**src/hw/rtl/lob_pkg.sv**
```systemverilog
package lob_pkg;

  // item kinds
  localparam logic [2:0] KindAdd      = 3'd0;
  localparam logic [2:0] KindCancel   = 3'd1;
  localparam logic [2:0] KindModify   = 3'd2;
  localparam logic [2:0] KindDecrease = 3'd3;
  localparam logic [2:0] KindQuery    = 3'd4;

  // result status codes
  localparam logic [1:0] StatusOk       = 2'd0;
  localparam logic [1:0] StatusNotFound = 2'd1;
  localparam logic [1:0] StatusFull     = 2'd2;
  localparam logic [1:0] StatusDup      = 2'd3;

  localparam logic [29:0] TotalMax   = 30'h3FFF_FFFF;
  localparam logic [6:0]  MaxResults = 7'd64;
  localparam logic [6:0]  LiveMax    = 7'd127;

  typedef struct packed {
    logic [15:0] key;
    logic        side;
    logic [23:0] price;
    logic [23:0] qty;
    logic [31:0] stamp;
  } entry_t;

  typedef enum logic [1:0] {
    MODE_LOOKUP,
    MODE_SUMMARY,
    MODE_MATCH
  } mode_e;

  typedef enum logic [2:0] {
    S_IDLE,
    S_LOOKUP,
    S_APPLY,
    S_SUMMARY,
    S_MATCH,
    S_MDEC,
    S_MCHK,
    S_FINAL
  } state_e;

  typedef struct packed {
    logic  load;
    logic  scan_start;
    mode_e start_mode;
    mode_e proc_mode;
    logic  apply;
    logic  take_best;
    logic  emit_final;
  } cmd_t;

  typedef struct packed {
    logic       scan_done;
    logic       out_free;
    logic [2:0] kind;
    logic       qty_zero;
    logic       best_v;
    logic       pend_v;
    logic       covered;
  } stat_t;

endpackage

```
**src/hw/rtl/lob_ctrl.sv**
```systemverilog
module lob_ctrl (
  input  logic           clk_i,
  input  logic           rst_ni,
  input  logic           in_valid_i,
  output logic           in_stall_o,
  input  lob_pkg::stat_t stat_i,
  output lob_pkg::cmd_t  cmd_o
);

  lob_pkg::state_e state_q, state_d;

  // state register
  always_ff @(posedge clk_i or negedge rst_ni) begin
    if (!rst_ni) begin
      state_q <= lob_pkg::S_IDLE;
    end else begin
      state_q <= state_d;
    end
  end

  // next state and commands
  always_comb begin
    state_d           = state_q;
    in_stall_o        = 1'b1;
    cmd_o.load        = 1'b0;
    cmd_o.scan_start  = 1'b0;
    cmd_o.start_mode  = lob_pkg::MODE_SUMMARY;
    cmd_o.proc_mode   = lob_pkg::MODE_SUMMARY;
    cmd_o.apply       = 1'b0;
    cmd_o.take_best   = 1'b0;
    cmd_o.emit_final  = 1'b0;
    case (state_q)
      lob_pkg::S_IDLE: begin
        in_stall_o = 1'b0;
        if (in_valid_i) begin
          cmd_o.load       = 1'b1;
          cmd_o.scan_start = 1'b1;
          if (stat_i.kind inside {lob_pkg::KindAdd, lob_pkg::KindCancel,
                                  lob_pkg::KindModify, lob_pkg::KindDecrease}) begin
            cmd_o.start_mode = lob_pkg::MODE_LOOKUP;
            state_d          = lob_pkg::S_LOOKUP;
          end else begin
            state_d = lob_pkg::S_SUMMARY;
          end
        end
      end
      lob_pkg::S_LOOKUP: begin
        cmd_o.proc_mode = lob_pkg::MODE_LOOKUP;
        if (stat_i.scan_done) begin
          state_d = lob_pkg::S_APPLY;
        end
      end
      lob_pkg::S_APPLY: begin
        cmd_o.apply      = 1'b1;
        cmd_o.scan_start = 1'b1;
        state_d          = lob_pkg::S_SUMMARY;
      end
      lob_pkg::S_SUMMARY: begin
        if (stat_i.scan_done) begin
          if (stat_i.kind == lob_pkg::KindQuery && !stat_i.qty_zero) begin
            cmd_o.scan_start = 1'b1;
            cmd_o.start_mode = lob_pkg::MODE_MATCH;
            state_d          = lob_pkg::S_MATCH;
          end else begin
            state_d = lob_pkg::S_FINAL;
          end
        end
      end
      lob_pkg::S_MATCH: begin
        cmd_o.proc_mode = lob_pkg::MODE_MATCH;
        if (stat_i.scan_done) begin
          state_d = lob_pkg::S_MDEC;
        end
      end
      lob_pkg::S_MDEC: begin
        if (!stat_i.best_v) begin
          state_d = lob_pkg::S_FINAL;
        end else if (!stat_i.pend_v || stat_i.out_free) begin
          cmd_o.take_best = 1'b1;
          state_d         = lob_pkg::S_MCHK;
        end
      end
      lob_pkg::S_MCHK: begin
        if (stat_i.covered) begin
          state_d = lob_pkg::S_FINAL;
        end else begin
          cmd_o.scan_start = 1'b1;
          cmd_o.start_mode = lob_pkg::MODE_MATCH;
          state_d          = lob_pkg::S_MATCH;
        end
      end
      lob_pkg::S_FINAL: begin
        if (stat_i.out_free) begin
          cmd_o.emit_final = 1'b1;
          state_d          = lob_pkg::S_IDLE;
        end
      end
      default: begin
        state_d = lob_pkg::S_IDLE;
      end
    endcase
  end

endmodule

```
**config.mk**
```make
export PLATFORM = sky130hd
export DESIGN_NAME = lob_ctrl
export DESIGN_NICKNAME = d
export VERILOG_FILES = /design/src/hw/rtl/lob_pkg.sv /design/src/hw/rtl/lob_ctrl.sv
export SDC_FILE = /design/constraint.sdc
export NUM_CORES = 1
export LEC_CHECK = 0
export BUFFER_PORTS_ARGS = -buffer_cell sky130_fd_sc_hd__buf_2
export CORE_MARGIN = 2
export CORE_UTILIZATION = 23
export CTS_CLUSTER_DIAMETER = 60
export DETAILED_ROUTE_END_ITERATION = 10
export PLACE_DENSITY = 0.52
export SLEW_MARGIN = 10
export SYNTH_ARGS = -nofsm -noshare
export SYNTH_HDL_FRONTEND = slang
export SYNTH_SLANG_ARGS = --single-unit
```
**constraint.sdc**
```tcl
create_clock -name clk_i -period 1.2 [get_ports clk_i]
set_clock_uncertainty 0.05 [all_clocks]
set_input_delay 0.06 -clock clk_i [delete_from_list [all_inputs] [get_ports clk_i]]
set_output_delay 0.06 -clock clk_i [all_outputs]
set_load 0.1 [all_outputs]
```
# Yosys cells after proc, flatten, opt, wreduce, memory -nomap -nowiden
# Index checks and enable logic that the tools add are counted.
# totals
in_bits,12
wordCells,53
reg_bits,3
output_inout_bits,10
# op_classes
n_mux,27
n_eq_ne,17
n_reduce_logical,8
# ops
operator,n
3-bit two-way mux,10
3-bit case mux with 8 select lines,1
"3-bit == test, second input constant",5
"3-bit by 2-bit == test with 1-bit output, second input constant",4
"2-bit inequality test, second input constant",5
1-bit two-way mux,9
"3-bit by 1-bit == test with 1-bit output, second input constant",2
3-bit logical NOT,2
2-bit two-way mux,3
2-bit case mux with 3 select lines,1
6-bit AND reduction,1
4-bit two-way mux,1
1-bit case mux with 4 select lines,1
2-bit case mux with 2 select lines,1
4-bit nonzero test,1
"3-bit inequality test, second input constant",1
1-bit logical NOT,2
1-bit logical AND,1
1-bit logical OR,1

# Depth between registers and ports, before layout
# Gate-level depths: netlist of run 1.
# logic_depth
ltp_word,5
depth_mapped,5
ltp_nobuf,4

# Worst setup path before layout of run 1
# No wires, ideal clock.
# synth_timing
path_kind,register -> output
start,reg state_q[2]
end,out cmd_o[1] in the netlist's numbering
stages_incl_launch_ff,4
arrival_ns,3.640
path_buffers,1
required_time_ns,1.090
path_slack_ns,-2.550
cell_sequence,dfrtp_1 > buf_6 > nand2_1 > nor4b_1
# synth_rtl
element,line,source
start: declaration,lob_ctrl.sv:10,"lob_pkg::state_e state_q, state_d;"
start signal: assignment,lob_ctrl.sv:15,state_q <= lob_pkg::S_IDLE;
start signal: assignment,lob_ctrl.sv:17,state_q <= state_d;
end: declaration,lob_ctrl.sv:7,output lob_pkg::cmd_t cmd_o

# Final worst setup path of run 1
# layout_timing
start,reg state_q[2]
end,reg state_q[1]
# layout_between
elab_chain_cells,3
elab_cells_between_ends,16
cone_classes,eq/ne: 13; mux: 1; reduce/logical: 2
# layout_rtl
element,line,source
"3-bit == test, or another cell as far along",lob_ctrl.sv:32,case (state_q)
3-bit inequality test (no source line) or 2-bit inequality test (tied branches),-,
6-bit AND reduction (no source line),-,
# Several ways; a longest one is shown, not always the timed one.
# A chain may end at the register's enable or synchronous reset.

==> impl_metrics.ini, run 1 <==
[run_status]
status = finished, violations left
violations = setup timing

[grt]
grt_pass1_vias = 607
gr-total-overflow = 0
grt_pass1_wl_mm = 2.66
track_usage_pct = 17.8
antenna_found_initial = 0
grt_start_max_net_pins = 8

[sta]
worst_pin_slew_ns = 0.309
layout_min_cycle_time_ns = 1.56
hold_violations = 0
worst_slack_ns = -0.355
maxSlewHeadroom_pct = 79.4
setup_viol = 13
rsz0062_at_grt = true
fin_crit_sh_pct = 130
finalSetupTns_ns = -3.23
slew_viol_final = 0
max_freq_ghz = 0.643

[clocking]
cts_buffer_depth = 2
clk_pin_slew_ns = 0.04
cts.sinks = 3
htree_levels = 1
cts_made_buffers = 3
root_buffer = clkbuf_4
clk_latency_ns = 0.24
cts_tree = yes

[drt]
num_vias = 616
firstDrtPassIters = 4
wl_mm = 1.73
post_drt_wl_per_cell_um = 13.4
drt-initial-drc-count = 6
final_antenna_net_count = 0
drc_errors = 0
avgViaCountPerCell = 4.78

[worst_setup_path]
crit_type = reg -> reg
path_delay_family = flip-flops
path_cells = buf_6, buf_6, a2111oi_4, nor3_2, mux2i_1
slowest_stage = dfrtp_2
path_max_fanout = 4
startpoint = state_q[2]
cp.buffers_inverters = 2
critPathRequiredTime_ns = 1.29
cpPeakStageDelay_ns = 0.43
start_kind = flop
cp-end-kind = flop
timing.rr.start = state_q[2]
crit_arrival_ns = 1.64
path_common_cell = buf_6

[yosys]
syn_inst = 53
synthFlopType = dfrtp_1
async_flop_share_pct = 100
synth_nets = 65
synth-edff-count = 0
synth_area_leaders = dfrtp_1 (18%), a21oi_1 (8.3%), a2111oi_4 (6.5%), buf_6 (5.4%), o22ai_1 (4.5%)
yosysWarningCount = 0
seq_area_frac_synth_pct = 17.9
ys_seq_elements = 3
yosysTopAreaCell = dfrtp_1
syn_avg_cell_area_sq_um = 7.93
ys_types = 27
synth_top_area_share_pct = 17.9
netlist_area_sq_um = 420

[layout]
area_delta_synth_final_pct = 180
largest_reg_flops = 3
nets = 117
layout-drive-gt1-share_pct = 79.8
n_antenna_cell = 0
final_area_sq_um = 1180
top_regs = state_q x3
regMostFlops = state_q
num-fill-cells = 128

[power_and_ir_drop]
seqPwrFrac_pct = 8.1
p_per_area_nw_per_um2 = 3260
internal_power_mw = 1.90
switching_share_pct = 50.4
leakage_nw = 0.505
power_frac_comb_pct = 87.1
peakVddDrop_uv = 1860
p_sw_mw = 1.93
p_clk_share_pct = 4.9

[place]
place.gp.congestion = 0.786
post_dp_cell_area_sq_um = 927
post-dp-hpwl_mm = 1.16
numPortBuffers = 21

[floorplan]
core_area_sq_um = 1730
dieArea_sq_um = 2190
fp-row-count = 15
num_io_pins = 22
start_util_pct = 24.3
die_y_um = 46.8
die_w_um = 46.8

[min_path]
min_path_type = in -> async

[job]
drv_cap = 0
-- area by class of cell --
type / instances / area, sq um / share of cell area [%]
repair buffers: 51 / 564 / 48.0
multi-input cells: 43 / 457 / 38.8
flip-flops and latches: 3 / 78.8 / 6.70
well taps: 25 / 31.3 / 2.66
clock buffers: 4 / 26.3 / 2.23
inverters: 3 / 18.8 / 1.60
-- cell families after synthesis --
logic type,share of synthesized area (%)
muxes,2.38
buffers and inverters,10.4
DFF,17.9
AOI/OAI and AO/OA,25.0
and+or+nand+nor,40.2
xor gates and xnor gates,4.17
-- layer usage --
layer,wire length [um],global-route usage (%),vias to the layer above
met5,0,0,-
met2,887,28.9,18
li1,-,-,296
met3,51,2.31,6
met4,55,11.7,0
met1,739,22.1,296
-- through the flow --
stage	hold WS (ns)	setup WS (ns)	std cells	total power, mW	util, %
global placement	-0.193	-0.164	113	2.91	53.7
CTS	0.0995	-0.301	127	3.66	65.7
global route	0.104	-0.435	129	4.01	68.1
detailed placement	-0.192	-0.157	113	2.92	53.7
floorplan	-0.286	-0.550	53	1.94	-
finish	0.0891	-0.355	129	3.83	68.1
-- cell usage in the layout (no fill, tap or decap), types with 3 or more instances in the layout --
cell type,count
dfrtp_2,3
clkbuf_4,3
buf_6,15
buf_4,12
buf_12,12
buf_2,11
a21oi_4,3
-- power by group through the flow --
stage	clock, mW	sequential, mW	combinational (mW)
2_1_floorplan	0	0.201	1.74
3_3_place_gp	0	0.276	2.63
3_5_place_dp	0	0.277	2.65
4_1_cts	0.184	0.292	3.19
5_1_grt	0.201	0.312	3.50
6_report	0.187	0.309	3.34
-- synth_stat cells (2+ instances only) --
library cell,count
o22ai_1,3
buf_6,2
o21ai_0,3
nor3_1,3
xor2_1,2
a21oi_1,7
nor2_1,4
nand2b_1,2
and3_1,2
dfrtp_1,3
buf_2,2
nand2_1,4
inv_1,2
-- worst paths after layout --
| path | endpoint | depth (start not counted) | slack [ns] |
|---|---|---|---|
| worst max-delay path | state_q[1] | 5 | -0.36 |
| worst min-delay path | state_q[1] | 2 | 0.09 |
| worst max register to register | state_q[1] | 5 | -0.36 |
| worst min register to register | state_q[0] | 2 | 0.69 |
| max in group asynchronous | state_q[2] | 2 | 0.89 |
| min in group clk_i | state_q[0] | 3 | 0.20 |
-- repair_timing --
action                                  in CTS  in global routing
pin swaps                                   13                  6
buffers inserted                             9                  3
endpoints found under the setup margin      13                 13
gates resized for setup                     27                  8
hold buffers                                 1                  0
endpoints found under the hold margin        3                  0
(Power assumes the default switching activity.)
==> inputs of run 2 (changes only) <==
Settings changed: GPL_TIMING_DRIVEN set to 0.
==> run 2 against run 1 <==
Against the previous run:
- the flow still finishes with violations (setup timing)
- die area did not move
- clock power barely moved
- total power fell by 17%
- count of clock-buffer cells in the layout did not move
- design area fell by 16%
- sequential cell count did not move
- first-iteration DRC count rose to 2.5 times the previous value
==> impl_metrics.ini, run 2 (same netlist as run 1, synthesis figures left out) <==
[layout]
area_delta_synth_final_pct = 135
final_util_pct = 57.3
n_antenna_cell = 0
instances_no_fill = 117
mostFrequentLayoutCells = buf_2 (11), buf_4 (10), buf_12 (9)
top_regs = state_q x3
nets = 105
regMostFlops = state_q
final_area_sq_um = 990
regArea_sq_um = 76.3
multiInputGateArea_sq_um = 419
num-fill-cells = 148
largest_reg_flops = 3
layout-drive-gt1-share_pct = 68.5
final_common_cell = buf_2

[grt]
grt_pass1_wl_mm = 2.38
track_usage_pct = 15.6
grt_start_max_net_pins = 10
antenna_found_initial = 0
gr-total-overflow = 0
grt_pass1_vias = 548

[sta]
rsz0062_at_grt = true
slew_viol_final = 0
hold_violations = 0
worst_slack_ns = -0.339
fin_crit_sh_pct = 128
timing.hold.ws_ns = 0.0946
max_freq_ghz = 0.650
setup_viol = 13
maxSlewHeadroom_pct = 74.1
finalSetupTns_ns = -2.89
worst_pin_slew_ns = 0.388
layout_min_cycle_time_ns = 1.54

[place]
post_dp_cell_area_sq_um = 662
place.gp.congestion = 0.737
dp.cells = 99
post-dp-hpwl_um = 861
numPortBuffers = 21

[floorplan]
core_area_sq_um = 1730
die_w_um = 46.8
dieArea_sq_um = 2190
die_y_um = 46.8
num_io_pins = 22
start_util_pct = 24.3
fp-row-count = 15

[worst_setup_path]
cp-end-kind = output port
startpoint = state_q[0]
crit_type = reg -> out
r2r-end = state_q[1]
regToRegSetupSlack_ns = -0.22
critPathRequiredTime_ns = 1.09
crit_arrival_ns = 1.43
path_max_fanout = 8
timing.rr.start = state_q[2]
crit_end = cmd_o[5]
reg2regPathDepth = 5
start_kind = flop

[power_and_ir_drop]
power_frac_comb_pct = 88.0
seqPwrFrac_pct = 6.2
p_clk_share_pct = 5.8
internal_power_mw = 1.46
leakage_nw = 0.413
p_sw_mw = 1.74
switching_share_pct = 54.4
p_per_area_nw_per_um2 = 3230
peakVddDrop_uv = 1570

[clocking]
clk_pin_slew_ns = 0.04
cts_buffer_depth = 2
clk_latency_ns = 0.24
htree_levels = 1
cts_made_buffers = 3
root_buffer = clkbuf_4
cts_tree = yes
cts.sinks = 3

[drt]
firstDrtPassIters = 4
drc_errors = 0
final_antenna_net_count = 0
wl_mm = 1.45
post_drt_wl_per_cell_um = 12.4
num_vias = 559
avgViaCountPerCell = 4.78
drt-initial-drc-count = 15

[job]
drv_cap = 0

[min_path]
min_path_type = in -> async

[run_status]
violations = setup timing
status = finished, violations left
## run 2: worst max-delay path: stages (launching register included)
cell and delay (ns):
dfrtp_2 0.42, buf_6 0.15, nor2_1 0.08, nand2_1 0.09
a21oi_4 0.23, a21oi_4 0.05, buf_12 0.16
## run 2: routing by layer
layer | global-route usage [%] | share of wire (%) | vias to the layer above
li1 | - | - | 271
met1 | 19.8 | 42 | 274
met2 | 24.4 | 54 | 14
met3 | 6.15 | 4.1 | 0
met4 | 5.00 | 0 | 0
met5 | 0 | 0 | -
## run 2: area by class of cell
class,count,area share [%]
Multi-Input combinational cell,43,42.4
Timing Repair Buffer,35,36.2
Sequential cell,3,7.71
Buffer,4,5.31
Tap cell,25,3.16
Clock buffer,4,2.65
Inverter,3,2.65
## run 2: timing repair
item | 4_1_cts | 5_1_grt
buffers inserted | 12 | 2
endpoints found under the setup margin | 12 | 13
pin swaps | 10 | 9
endpoints found under the hold margin | 3 | 0
hold buffers | 1 | 0
resized for setup | 46 | 6
## run 2: metrics by stage
step | worst slack, ns | power [mW]
floorplan | -0.550 | 1.94
global placement | -0.331 | 2.20
detailed placement | -0.322 | 2.19
CTS | -0.331 | 3.07
global route | -0.400 | 3.37
finish | -0.339 | 3.20
## run 2: worst min-delay path by stage
stage           start    endpoint  slack (ns)  cells after the start
3_5_place_dp   rst_ni  state_q[1]       -0.19                      1
6_report       rst_ni  state_q[0]        0.09                      2
4_1_cts        rst_ni  state_q[2]        0.09                      2
5_1_grt        rst_ni  state_q[0]        0.11                      2
2_1_floorplan  rst_ni  state_q[0]       -0.29                      0
3_3_place_gp   rst_ni  state_q[1]       -0.19                      1
## run 2: power by group through the flow
stage / Clock [mW] / Combinational [mW] / Sequential [mW]
floorplan: 0 / 1.74 / 0.201
global placement: 0 / 1.98 / 0.212
detailed placement: 0 / 1.98 / 0.212
CTS: 0.188 / 2.68 / 0.203
global route: 0.209 / 2.96 / 0.206
finish: 0.186 / 2.81 / 0.198
==> inputs of run 3 (changes only) <==
Settings changed: CORE_AREA set to 2 2 39 41, CORE_MARGIN 2 to unset, CORE_UTILIZATION 23 to unset, DIE_AREA set to 0 0 41 43, PLACE_DENSITY 0.52 to 0.66.
==> run 3 against run 2 <==
Against the previous run:
- the flow still finishes with violations (setup timing)
- combinational power is 7.1% higher
- clock power hardly changed
- largest power group unchanged
- worst setup slack worse by 0.040 ns
- non-clock buffer count is 4 higher
- core utilization is 17 points higher
- worst hold slack worse by 0.0076 ns
- via count is 7.0% higher
- critical endpoint unchanged
- sequential power is 7% higher
==> impl_metrics.ini, run 3 (same netlist as run 1, synthesis figures left out) <==
[worst_setup_path]
reg2regPathDepth = 5
timing.rr.start = state_q[1]
critPathRequiredTime_ns = 1.09
start_kind = flop
path_max_fanout = 6
crit_arrival_ns = 1.47
cp-end-kind = output port
startpoint = state_q[2]
crit_type = reg -> out

[clocking]
cts_buffer_depth = 2
htree_levels = 1
clk_latency_ns = 0.24
root_buffer = clkbuf_4
cts_tree = yes
clk_pin_slew_ns = 0.04
cts_made_buffers = 3
cts.sinks = 3

[floorplan]
core_area_sq_um = 1380
dieArea_sq_um = 1760
die_y_um = 43
die_w_um = 41
fp-row-count = 14
num_io_pins = 22
start_util_pct = 30.4

[place]
post_dp_cell_area_sq_um = 651
numPortBuffers = 21
dp.cells = 90
post-dp-hpwl_um = 859
place.gp.congestion = 0.747

[layout]
top_regs = state_q x3
instances_no_fill = 112
multiInputGateArea_sq_um = 428
regArea_sq_um = 76.3
mostFrequentLayoutCells = buf_4 (12), buf_2 (11), buf_12 (9), buf_6 (9)
final_area_sq_um = 1030
final_util_pct = 74.1
n_antenna_cell = 0
nets = 109
layout-drive-gt1-share_pct = 70.8
largest_reg_flops = 3
num-fill-cells = 94
area_delta_synth_final_pct = 144
regMostFlops = state_q
final_common_cell = buf_4

[sta]
worst_pin_slew_ns = 0.413
fin_crit_sh_pct = 132
worst_slack_ns = -0.379
setup_viol = 13
max_freq_ghz = 0.633
slew_viol_final = 0
hold_violations = 0
layout_min_cycle_time_ns = 1.58
finalSetupTns_ns = -3.11
timing.hold.ws_ns = 0.0870
maxSlewHeadroom_pct = 72.4
rsz0062_at_grt = true

[grt]
antenna_found_initial = 0
grt-busiest-layer = met2
grt_pass1_wl_mm = 2.60
use_met1_pct = 24.0
grt_start_max_net_pins = 11
met3_usage_pct = 4.19
track_usage_pct = 21.8
globalRouteMet2Util_pct = 36.6
gr-total-overflow = 0
grt_pass1_vias = 585

[power_and_ir_drop]
internal_power_mw = 1.56
switching_share_pct = 54.1
p_clk_share_pct = 5.4
leakage_nw = 0.440
peakVddDrop_uv = 1860
p_per_area_nw_per_um2 = 3320
p_sw_mw = 1.85
power_frac_comb_pct = 88.4
seqPwrFrac_pct = 6.2

[job]
drv_cap = 0

[drt]
avgViaCountPerCell = 5.34
post_drt_wl_per_cell_um = 15.8
num_vias = 598
final_antenna_net_count = 0
drt-initial-drc-count = 30
firstDrtPassIters = 4
drc_errors = 0
wl_mm = 1.77

[run_status]
status = finished, violations left
violations = setup timing

[min_path]
min_path_type = in -> async
[run 3: routing by layer]
layer | part of all wire [%] | vias to the layer above
met4 | 2.0 | 0
li1 | - | 278
met2 | 55 | 28
met5 | 0 | -
met1 | 37 | 284
met3 | 5.2 | 8
[run 3: worst paths after layout]
check / slack, ns / end
setup / recovery: -0.38 / cmd_o[5]
hold / removal: 0.09 / state_q[1]
setup reg to reg: -0.24 / state_q[1]
hold reg to reg: 0.78 / state_q[2]
max in group asynchronous: 0.89 / state_q[0]
min in group clk_i: 0.16 / state_q[0]
[run 3: layout make-up]
class / count / area share, %
Multi-Input combinational cell: 43 / 41.7
Clock buffer: 4 / 2.56
Tap cell: 16 / 1.95
Timing Repair Buffer: 39 / 38.4
Inverter: 3 / 2.32
Buffer: 4 / 5.61
Sequential cell: 3 / 7.44
[run 3: power by group through the flow]
stage                     combinational, mW  sequential [mW]  clock, mW
final                                  3.01            0.211      0.185
after global routing                   3.16            0.215      0.198
after CTS                              2.72            0.199      0.186
after detailed placement               1.98            0.211          0
after global placement                 1.97            0.210          0
after floorplan                        1.74            0.201          0
[run 3: critical path: stages, from the launching register on]
cell and delay [ns]:
dfrtp_1 0.36, buf_6 0.14, nand4b_1 0.24, a21oi_4 0.27, a21oi_4 0.05, buf_12 0.16
[run 3: what timing repair did]
item,in CTS,in global routing
pin swaps,6,8
hold endpoints to repair,3,0
buffers inserted,12,6
setup endpoints to repair,12,13
resized for setup,48,7
hold buffers,1,0
[run 3: metrics by stage]
| stage | setup slack, ns | total power [mW] |
|---|---|---|
| finish | -0.379 | 3.41 |
| global route | -0.397 | 3.57 |
| CTS | -0.320 | 3.11 |
| detailed placement | -0.324 | 2.19 |
| global placement | -0.316 | 2.18 |
| floorplan | -0.550 | 1.94 |
